File: src/design/pwmt_pkg.sv
package pwmt_pkg;

  localparam int DATA_W       = 32;
  localparam int MAX_CHANNELS = 4;
  localparam int PRESCALE_W   = 16;

  typedef enum logic [1:0] {
    CMD_TICK  = 2'd0,
    CMD_READ  = 2'd1,
    CMD_WRITE = 2'd2,
    CMD_NOP   = 2'd3
  } cmd_t;

  // register map
  localparam logic [2:0] REG_CTRL   = 3'd0;
  localparam logic [2:0] REG_COUNT  = 3'd1;
  localparam logic [2:0] REG_CMP1   = 3'd2;
  localparam logic [2:0] REG_CMP2   = 3'd3;
  localparam logic [2:0] REG_CMP3   = 3'd4;
  localparam logic [2:0] REG_CMP4   = 3'd5;
  localparam logic [2:0] REG_STATUS = 3'd6;
  localparam logic [2:0] REG_FORCE  = 3'd7;

  // configuration port indexes
  localparam logic [1:0] CFG_PRESCALER   = 2'd0;
  localparam logic [1:0] CFG_AUTO_RELOAD = 2'd1;
  localparam logic [1:0] CFG_OUT_ENABLE  = 2'd2;
  localparam logic [1:0] CFG_POLARITY    = 2'd3;

  typedef struct packed {
    logic [1:0]        command;
    logic [2:0]        reg_addr;
    logic [DATA_W-1:0] write_data;
  } item_t;

  typedef struct packed {
    logic [DATA_W-1:0]       read_data;
    logic [MAX_CHANNELS-1:0] pwm_out;
    logic                    update_flag;
    logic [MAX_CHANNELS-1:0] compare_flags;
  } result_t;

endpackage

File: src/design/pwm_timer_with_prescaler_core.sv
// Prescaled up-counting timer, auto-reload, four compare channels in PWM mode 1.
// Input channel (in_valid/in_stall) carries one item per transfer: a tick, a
// register read or a register write (command, reg_addr, write_data).
// Output channel (out_valid/out_stall) returns exactly one result per item:
// read_data (zero unless a read), pwm_out, update_flag and compare_flags as
// they stand after that item.
// Configuration (cfg_we/cfg_index/cfg_data) sets prescaler, auto-reload,
// channel output enables and polarity; write it only while no item is in flight.
// An accepted item is latched in the input register, then executed as it
// moves into the result register, which drives the output port.
// Throughput: one item per cycle while the receiver does not stall; the timer
// update, compares and PWM levels are one pass of logic between the input
// register and the result register.
// A stalled receiver holds the result steady; the execute stage then stops
// and the input side stalls only once its register is also full.
// Reset (synchronous, active high) clears the counters, compares, status,
// both valid flags, and sets auto-reload to all ones.
module pwm_timer_with_prescaler_core import pwmt_pkg::*; #(
  parameter int NUM_CHANNELS  = 4,
  parameter int COUNTER_WIDTH = 32
) (
  input  logic                    clk,
  input  logic                    rst,
  input  logic                    in_valid,
  output logic                    in_stall,
  input  logic [1:0]              command,
  input  logic [2:0]              reg_addr,
  input  logic [DATA_W-1:0]       write_data,
  output logic                    out_valid,
  input  logic                    out_stall,
  output logic [DATA_W-1:0]       read_data,
  output logic [MAX_CHANNELS-1:0] pwm_out,
  output logic                    update_flag,
  output logic [MAX_CHANNELS-1:0] compare_flags,
  input  logic                    cfg_we,
  input  logic [1:0]              cfg_index,
  input  logic [DATA_W-1:0]       cfg_data
);

  logic    item_valid;
  logic    advance;
  item_t   item;
  result_t res;
  result_t out_q;

  assign advance = item_valid && (!out_valid || !out_stall);

  pwmt_in_reg u_in_reg (
    .clk        (clk),
    .rst        (rst),
    .in_valid   (in_valid),
    .command    (command),
    .reg_addr   (reg_addr),
    .write_data (write_data),
    .advance    (advance),
    .in_stall   (in_stall),
    .item_valid (item_valid),
    .item       (item)
  );

  pwmt_exec #(
    .NUM_CHANNELS  (NUM_CHANNELS),
    .COUNTER_WIDTH (COUNTER_WIDTH)
  ) u_exec (
    .clk       (clk),
    .rst       (rst),
    .advance   (advance),
    .item      (item),
    .cfg_we    (cfg_we),
    .cfg_index (cfg_index),
    .cfg_data  (cfg_data),
    .res       (res)
  );

  always_ff @(posedge clk) begin
    if (rst) begin
      out_valid <= 1'b0;
    end else if (advance) begin
      out_valid <= 1'b1;
    end else if (!out_stall) begin
      out_valid <= 1'b0;
    end
  end

  always_ff @(posedge clk) begin
    if (advance) begin
      out_q <= res;
    end
  end

  assign read_data     = out_q.read_data;
  assign pwm_out       = out_q.pwm_out;
  assign update_flag   = out_q.update_flag;
  assign compare_flags = out_q.compare_flags;

endmodule

File: src/design/pwmt_in_reg.sv
module pwmt_in_reg import pwmt_pkg::*; (
  input  logic              clk,
  input  logic              rst,
  input  logic              in_valid,
  input  logic [1:0]        command,
  input  logic [2:0]        reg_addr,
  input  logic [DATA_W-1:0] write_data,
  input  logic              advance,
  output logic              in_stall,
  output logic              item_valid,
  output item_t             item
);

  // hold while the execute stage cannot move its item on
  assign in_stall = item_valid && !advance;

  always_ff @(posedge clk) begin
    if (rst) begin
      item_valid <= 1'b0;
    end else if (!in_stall) begin
      item_valid <= in_valid;
    end
  end

  always_ff @(posedge clk) begin
    if (!in_stall && in_valid) begin
      item.command    <= command;
      item.reg_addr   <= reg_addr;
      item.write_data <= write_data;
    end
  end

endmodule

File: src/design/pwmt_exec.sv
module pwmt_exec import pwmt_pkg::*; #(
  parameter int NUM_CHANNELS  = 4,
  parameter int COUNTER_WIDTH = 32
) (
  input  logic              clk,
  input  logic              rst,
  input  logic              advance,
  input  item_t             item,
  input  logic              cfg_we,
  input  logic [1:0]        cfg_index,
  input  logic [DATA_W-1:0] cfg_data,
  output result_t           res
);

  localparam int CW = COUNTER_WIDTH;
  localparam int NC = NUM_CHANNELS;

  // configuration
  logic [PRESCALE_W-1:0] prescaler;
  logic [CW-1:0]         auto_reload;
  logic [NC-1:0]         ch_enable;
  logic [NC-1:0]         polarity;

  // timer state
  logic [PRESCALE_W-1:0] prescale_count, prescale_count_next;
  logic [CW-1:0]         main_count, main_count_next;
  logic                  count_enable, count_enable_next;
  logic [CW-1:0]         compare_preload [NC];
  logic [CW-1:0]         compare_preload_next [NC];
  logic [CW-1:0]         compare_active [NC];
  logic [CW-1:0]         compare_active_next [NC];
  logic [NC:0]           status_bits, status_bits_next;

  logic [DATA_W-1:0] rd;
  logic [NC-1:0]     pwm;
  logic              load;
  logic              advanced;
  logic [NC-1:0]     force_set;
  cmd_t              cmd;

  always_ff @(posedge clk) begin
    if (rst) begin
      prescaler   <= '0;
      auto_reload <= '1;
      ch_enable   <= '0;
      polarity    <= '0;
    end else if (cfg_we) begin
      case (cfg_index)
        CFG_PRESCALER:   prescaler   <= cfg_data[PRESCALE_W-1:0];
        CFG_AUTO_RELOAD: auto_reload <= cfg_data[CW-1:0];
        CFG_OUT_ENABLE:  ch_enable   <= cfg_data[NC-1:0];
        CFG_POLARITY:    polarity    <= cfg_data[NC-1:0];
        default: ;
      endcase
    end
  end

  always_comb begin
    cmd                  = cmd_t'(item.command);
    prescale_count_next  = prescale_count;
    main_count_next      = main_count;
    count_enable_next    = count_enable;
    compare_preload_next = compare_preload;
    compare_active_next  = compare_active;
    status_bits_next     = status_bits;
    rd                   = '0;
    load                 = 1'b0;
    advanced             = 1'b0;
    force_set            = '0;

    case (cmd)
      CMD_TICK: begin
        if (count_enable) begin
          if (prescale_count >= prescaler) begin
            prescale_count_next = '0;
            advanced            = 1'b1;
            if (main_count == auto_reload || main_count == {CW{1'b1}}) begin
              main_count_next = '0;
              load            = 1'b1;
            end else begin
              main_count_next = main_count + CW'(1);
            end
          end else begin
            prescale_count_next = prescale_count + PRESCALE_W'(1);
          end
        end
      end
      CMD_READ: begin
        case (item.reg_addr)
          REG_CTRL:   rd = DATA_W'(count_enable);
          REG_COUNT:  rd = DATA_W'(main_count);
          REG_STATUS: rd = DATA_W'(status_bits);
          REG_CMP1, REG_CMP2, REG_CMP3, REG_CMP4: begin
            for (int i = 0; i < NC; i++) begin
              if (item.reg_addr == REG_CMP1 + 3'(i)) rd = DATA_W'(compare_preload[i]);
            end
          end
          default: rd = '0;
        endcase
      end
      CMD_WRITE: begin
        case (item.reg_addr)
          REG_CTRL:   count_enable_next = item.write_data[0];
          REG_COUNT:  main_count_next   = item.write_data[CW-1:0];
          REG_STATUS: status_bits_next  = status_bits & item.write_data[NC:0];
          REG_FORCE: begin
            if (item.write_data[0]) begin
              prescale_count_next = '0;
              main_count_next     = '0;
              load                = 1'b1;
            end
            force_set = item.write_data[NC:1];
          end
          REG_CMP1, REG_CMP2, REG_CMP3, REG_CMP4: begin
            for (int i = 0; i < NC; i++) begin
              if (item.reg_addr == REG_CMP1 + 3'(i)) begin
                compare_preload_next[i] = item.write_data[CW-1:0];
              end
            end
          end
          default: ;
        endcase
      end
      default: ;
    endcase

    // update event: preloads go live, update flag set
    if (load) begin
      compare_active_next = compare_preload;
      status_bits_next[0] = 1'b1;
    end
    status_bits_next[NC:1] = status_bits_next[NC:1] | force_set;

    if (advanced) begin
      for (int i = 0; i < NC; i++) begin
        if (main_count_next == compare_active_next[i]) status_bits_next[i+1] = 1'b1;
      end
    end

    // PWM mode 1 on the state after this item
    for (int i = 0; i < NC; i++) begin
      pwm[i] = ch_enable[i] & ((main_count_next < compare_active_next[i]) ^ polarity[i]);
    end

    res.read_data     = rd;
    res.pwm_out       = MAX_CHANNELS'(pwm);
    res.update_flag   = status_bits_next[0];
    res.compare_flags = MAX_CHANNELS'(status_bits_next[NC:1]);
  end

  always_ff @(posedge clk) begin
    if (rst) begin
      prescale_count <= '0;
      main_count     <= '0;
      count_enable   <= 1'b0;
      status_bits    <= '0;
      for (int i = 0; i < NC; i++) begin
        compare_preload[i] <= '0;
        compare_active[i]  <= '0;
      end
    end else if (advance) begin
      prescale_count  <= prescale_count_next;
      main_count      <= main_count_next;
      count_enable    <= count_enable_next;
      status_bits     <= status_bits_next;
      compare_preload <= compare_preload_next;
      compare_active  <= compare_active_next;
    end
  end

endmodule

File: config.mk
export PLATFORM = sky130hd
export DESIGN_NAME = pwm_timer_with_prescaler_core
export DESIGN_NICKNAME = d
export VERILOG_FILES = /design/src/design/pwmt_pkg.sv /design/src/design/pwm_timer_with_prescaler_core.sv /design/src/design/pwmt_in_reg.sv /design/src/design/pwmt_exec.sv
export SDC_FILE = /design/constraint.sdc
export NUM_CORES = 1
export LEC_CHECK = 0
export BUFFER_PORTS_ARGS = -buffer_cell sky130_fd_sc_hd__clkbuf_2
export CORE_MARGIN = 1.5
export CORE_UTILIZATION = 65
export CTS_BUF_LIST = sky130_fd_sc_hd__clkbuf_4 sky130_fd_sc_hd__clkbuf_8
export DETAILED_ROUTE_END_ITERATION = 7
export PLACE_DENSITY = 0.84
export SLEW_MARGIN = 20
export SYNTH_ARGS = -nofsm -noshare
export SYNTH_HDL_FRONTEND = slang
export SYNTH_SLANG_ARGS = --single-unit
File: constraint.sdc
create_clock -name clk -period 12.7 [get_ports clk]
set_clock_uncertainty 0.15 [all_clocks]
set_input_delay 2.54 -clock clk [delete_from_list [all_inputs] [get_ports clk]]
set_output_delay 2.54 -clock clk [all_outputs]
set_load 0.05 [all_outputs]
Word level (Yosys, flattened, before mapping)
Index checks and enable logic that the tools add are counted.
- magnitude comparators: 5
- bitwise logic cells: 10
- add/sub/neg operators: 2
- equal/unequal tests: 22
- multiplexer cells: 38
- reduce and logical (&&, ||, !) cells: 24
- operator list (cell ; count):
    two-way mux 32 bit ; 8
    == test 32 bit ; 5
    less-than comparator 32 bit ; 4
    two-way mux 128 bit ; 1
    one-hot mux 32 bit (2 select lines) ; 2
    one-hot mux 32 bit (4 select lines) ; 1
    two-way mux 16 bit ; 4
    adder 32 x 1 -> 32 bit, second input constant ; 1
    == test 32 bit, second input constant ; 1
    one-hot mux 16 bit (2 select lines) ; 1
    adder 16 x 1 -> 16 bit, second input constant ; 1
    >= comparator 16 bit ; 1
    AND reduction 4 bit ; 4
    two-way mux 1 bit ; 15
    == test 3 bit, second input constant ; 4
    two-way mux 4 bit ; 3
    two-way mux 5 bit ; 2
    AND reduction 2 bit ; 4
    == test 2 bit, second input constant ; 3
    == test 3 x 2 -> 1 bit, second input constant ; 2
    bitwise AND 5 bit ; 1
    AND reduction 5 bit ; 1
    bitwise AND 1 bit ; 4
    == test 2 x 1 -> 1 bit, second input constant ; 2
    14 further kinds ; 26
- word-level logic and storage cells: 126
- bits in registers: 446
- input port bits: 76
- output and inout bits: 43

Logic depth before layout (Yosys ltp)
- word-level depth: 10
- gate-level depth with buffers: 21
- mapped depth without buffers: 19

Hierarchy
A second synthesis with hierarchy kept.
- cell total of the unflattened synthesis: 2776
- area total of the unflattened synthesis: 23917.9 um2
- modules (own cells, without submodules) (module ; instances ; area each (um2) ; cells each ; sequential area each (um2)):
    pwmt_exec ; 1 ; 21489.4 ; 2690 ; 7327.0
    pwm_timer_with_prescaler_core ; 1 ; 1267.5 ; 45 ; 1251.2
    pwmt_in_reg ; 1 ; 1161.1 ; 41 ; 1131.1

Worst setup path after synthesis
No wires, ideal clock.
- kind: in2out
- start point: in out_stall
- end point: out in_stall
- slack: 6989 ps
- required time: 10010 ps
- arrival: 3021 ps
- path buffers: 0
- cell stages on the path: 1
- cells stage by stage: and3_1
- cells in the longest elaborated chain, start to end: 5
- RTL lines (element ; RTL line ; RTL):
    from (decl) ; pwm_timer_with_prescaler_core.sv:30 ; input logic out_stall,
    zero test 1 bit ; -- ;
    logical OR 1 bit ; pwm_timer_with_prescaler_core.sv:46 ; assign advance = item_valid && (!out_valid || !out_stall);
    logical AND 1 bit ; pwm_timer_with_prescaler_core.sv:46 ;
    zero test 1 bit ; pwmt_in_reg.sv:15 ; assign in_stall = item_valid && !advance;
    logical AND 1 bit ; pwmt_in_reg.sv:15 ;
    to (decl) ; pwm_timer_with_prescaler_core.sv:25 ; output logic in_stall,
No other way between the ends.

==> flow_summary.yaml <==
placed_design:
  place_area_sq_mm: 0.0247
  dp_slack_ns: 6.05
  hpwl_um: 52500
  place_congestion: 1.01
  io_buffers: 118
yosys:
  syn_nets: 2969
  synth_area_leaders: "dfxtp_1 31%, mux2i_1 13%, edfxtp_1 9.7%, ha_1 7.6%, nand2_1 7.1%"
  synth_cells: 2747
  syn_area_sq_mm: 0.0241
  synth-seq-cells: 446
  synth.avg_cell_area_sq_um: 8.76
  netlist.area_leader.share: 0.306
  yosysWarnings: 0
  synth_edf_count: 78
  synth_largest_area_cell: "dfxtp_1"
  synth_ff_type: "dfxtp_1"
  synthArstFlopShare: 0
  ys_types: 75
  synth_seq_area_share: 0.404
worst_setup_path:
  worst_setup_path_start_kind: "register"
  rrSetupSlack_ns: 5.77
  reg2reg_depth: 17
  cp_max_fo: 38
  required_ns: 12.93
  crit_arrival_ns: 7.16
  crit_type: "register to register"
  reg2reg_to: "pwm_out[3]$_DFFE_PP_"
  reg2reg_from: "u_exec.main_count[12]$_SDFFE_PP0P_"
  worst_setup_path_end_kind: "register"
drt:
  ant_nets: 0
  dr.pass1.iters: 5
  routedWlPerCell_um: 23.5
  drcViolationCount: 0
  drtIter0Drc: 2594
  drt-vias-per-instance: 6.61
  totalWireLength_um: 77800
  vias: 21900
sta:
  fin_crit_ns: 6.93
  fin_hold_ws_ns: 0.304
  rsz0062_at_grt: "no"
  finalSetupTns_ns: 0
  slew_headroom: 0.202
  worst_pin_slew_ns: 1.19
  setup_ws_ns: 5.77
  finalCritPeriodShare: 0.546
  slew_violations: 0
  setup_violations: 0
  hold_violations: 0
  clock.fmax_mhz: 144
clocking:
  ctsResizeCount: 0
  cts_tree: "built"
  ctsHoldBuffers: 0
  clk_pin_slew_ns: 0.07
  ctsLongestPathBuffers: 3
  clkSinkCount: 446
  cts_root_buf: "clkbuf_8"
  numCtsBuffers: 74
  htreeDepth: 3
  cts_setup_buffers: 0
  clk_latency_ns: 0.65
floorplan:
  ios: 119
  die_area_sq_mm: 0.0382
  dieWidth_um: 195
  core.rowCount: 70
  core_area_sq_mm: 0.0365
  start_util: 0.659
  fp.dieH_um: 195
power_and_ir_drop:
  max-vdd-ir-drop_mv: 0.121
  p_leak_nw: 9.32
  p_per_area_mw_per_mm2: 124
final_layout:
  drive_gt1_frac: 0.118
  fin_area_sq_mm: 0.0263
  nets: 3007
  final_cell_mix: "455 x nand2_1, 368 x dfxtp_1, 303 x mux2i_1, 277 x a21oi_1, 274 x nor2_1"
  final_common_cell: "nand2_1"
  utilization: 0.721
  syn2layout_area_growth_pct: 9.42
hold_path:
  hold_class: "register to register"
  whs_endpoint: "u_exec.prescaler[14]$_SDFFE_PP0P_"
  whs_path_depth: 2
  min_from: "u_exec.prescaler[14]$_SDFFE_PP0P_"
grt:
  antenna_found_initial: 0
  grt_max_degree: 115
  grt_pass1_vias: 21100
  grtUsageTotal: 0.403
  grt-ovfl-total: 0
  grt_pass1_wl_um: 119000
run_status:
  status: "finished, final reports clean"
job:
  max-cap-violations: 0
## how the worst max path moves through the flow
| stage | from | endpoint | slack (ns) | cells after the start |
|---|---|---|---|---|
| floorplan | out_stall | in_stall | 6.99 | 1 |
| global placement | u_exec.main_count[12]$_SDFFE_PP0P_ | pwm_out[3]$_DFFE_PP_ | 6.15 | 17 |
| detailed placement | u_exec.main_count[12]$_SDFFE_PP0P_ | pwm_out[3]$_DFFE_PP_ | 6.05 | 17 |
| CTS | u_exec.main_count[12]$_SDFFE_PP0P_ | pwm_out[3]$_DFFE_PP_ | 6.02 | 17 |
| global route | u_exec.main_count[12]$_SDFFE_PP0P_ | pwm_out[3]$_DFFE_PP_ | 5.53 | 17 |
| finish | u_exec.main_count[12]$_SDFFE_PP0P_ | pwm_out[3]$_DFFE_PP_ | 5.77 | 17 |
## Yosys cell counts (4+ instances only)
master,number
nand3b_1,5
o21a_1,14
nor2_1,275
nand3_1,73
nor3b_1,5
a211oi_1,14
xor2_1,44
mux2_2,33
nand2b_1,12
nand4_1,43
o21ai_0,74
edfxtp_1,78
ha_1,146
nor3_1,37
nor4_1,14
mux2i_1,303
a221oi_1,14
clkbuf_1,145
inv_1,27
a22oi_1,30
nor2b_1,19
o31a_1,4
and2_1,10
a22o_1,4
o22a_1,26
o22ai_1,4
a21o_1,28
a31oi_1,10
or3_1,10
nand2_1,457
o31ai_1,11
dfxtp_1,368
a21boi_0,4
and3_1,20
buf_2,17
or4_1,4
a21oi_1,277
buf_1,11
buf_4,4
buf_8,10
o211ai_1,11
## kinds of logic (layout without fill, tap and decap cells)
logic type,after synthesis,in the layout,share of synthesized area
compound gates,555,555,0.141
xor+xnor,47,47,0.0171
fa+ha+maj,146,146,0.0759
buf+inv,219,317,0.0413
flops,446,446,0.404
mux,336,336,0.141
other cells,0,1,0
simple gates,998,998,0.180
## state kept, by name (all words and copies together) (netlist names)
signal,count
u_exec.compare_active,128
u_exec.compare_preload,128
u_in_reg.item,37
read_data,32
u_exec.auto_reload,32
u_exec.main_count,32
u_exec.prescale_count,16
u_exec.prescaler,16
u_exec.status_bits,5
compare_flags,4
pwm_out,4
u_exec.ch_enable,4
u_exec.polarity,4
out_valid,1
u_exec.count_enable,1
u_in_reg.item_valid,1
update_flag,1
## power by group
part	switching [W]	internal, W
Sequential	0.0000380	0.00147
Combinational	0.000230	0.000111
Clock	0.000599	0.000822
Total	0.000866	0.00240
## metal layers
layer	track usage	vias to the layer above	wire, um
met4	0.248	0	4970
met5	0	-	0
met2	0.625	1283	34400
met1	0.513	10500	30500
met3	0.0884	327	7860
li1	-	9840	-
## worst max-delay path, cell delays in order (launching register included)
cell and delay [ns]:
dfxtp_1 0.59, nand4_2 0.28, or4_1 0.54, or4_4 0.62
nor3_4 0.25, o21ai_2 0.21, nand2_4 0.51, buf_4 0.66
mux2i_1 0.27, ha_1 0.34, nand4_1 0.17, nor4_1 0.66
inv_1 0.09, nor3_1 0.46, o21ai_0 0.31, o211ai_1 0.28
or4_1 0.14, a21boi_0 0.08
## final cells by class
class | instances | area (sq um)
Antenna cell | 1 | 2.50
Clock buffer | 108 | 1340
Clock inverter | 28 | 322
Fill cell | 2746 | 10200
Inverter | 28 | 105
Multi-Input combinational cell | 2082 | 13400
Sequential cell | 446 | 9710
Tap cell | 468 | 586
Timing Repair Buffer | 153 | 871
## stage by stage
step / cells / total power, W
after floorplan: 2747 / 0.00174
after global placement: 3176 / 0.00185
after detailed placement: 3176 / 0.00186
after CTS: 3312 / 0.00326
after global routing: 3313 / 0.00336
final: 3314 / 0.00326
(Power assumes the default switching activity.)
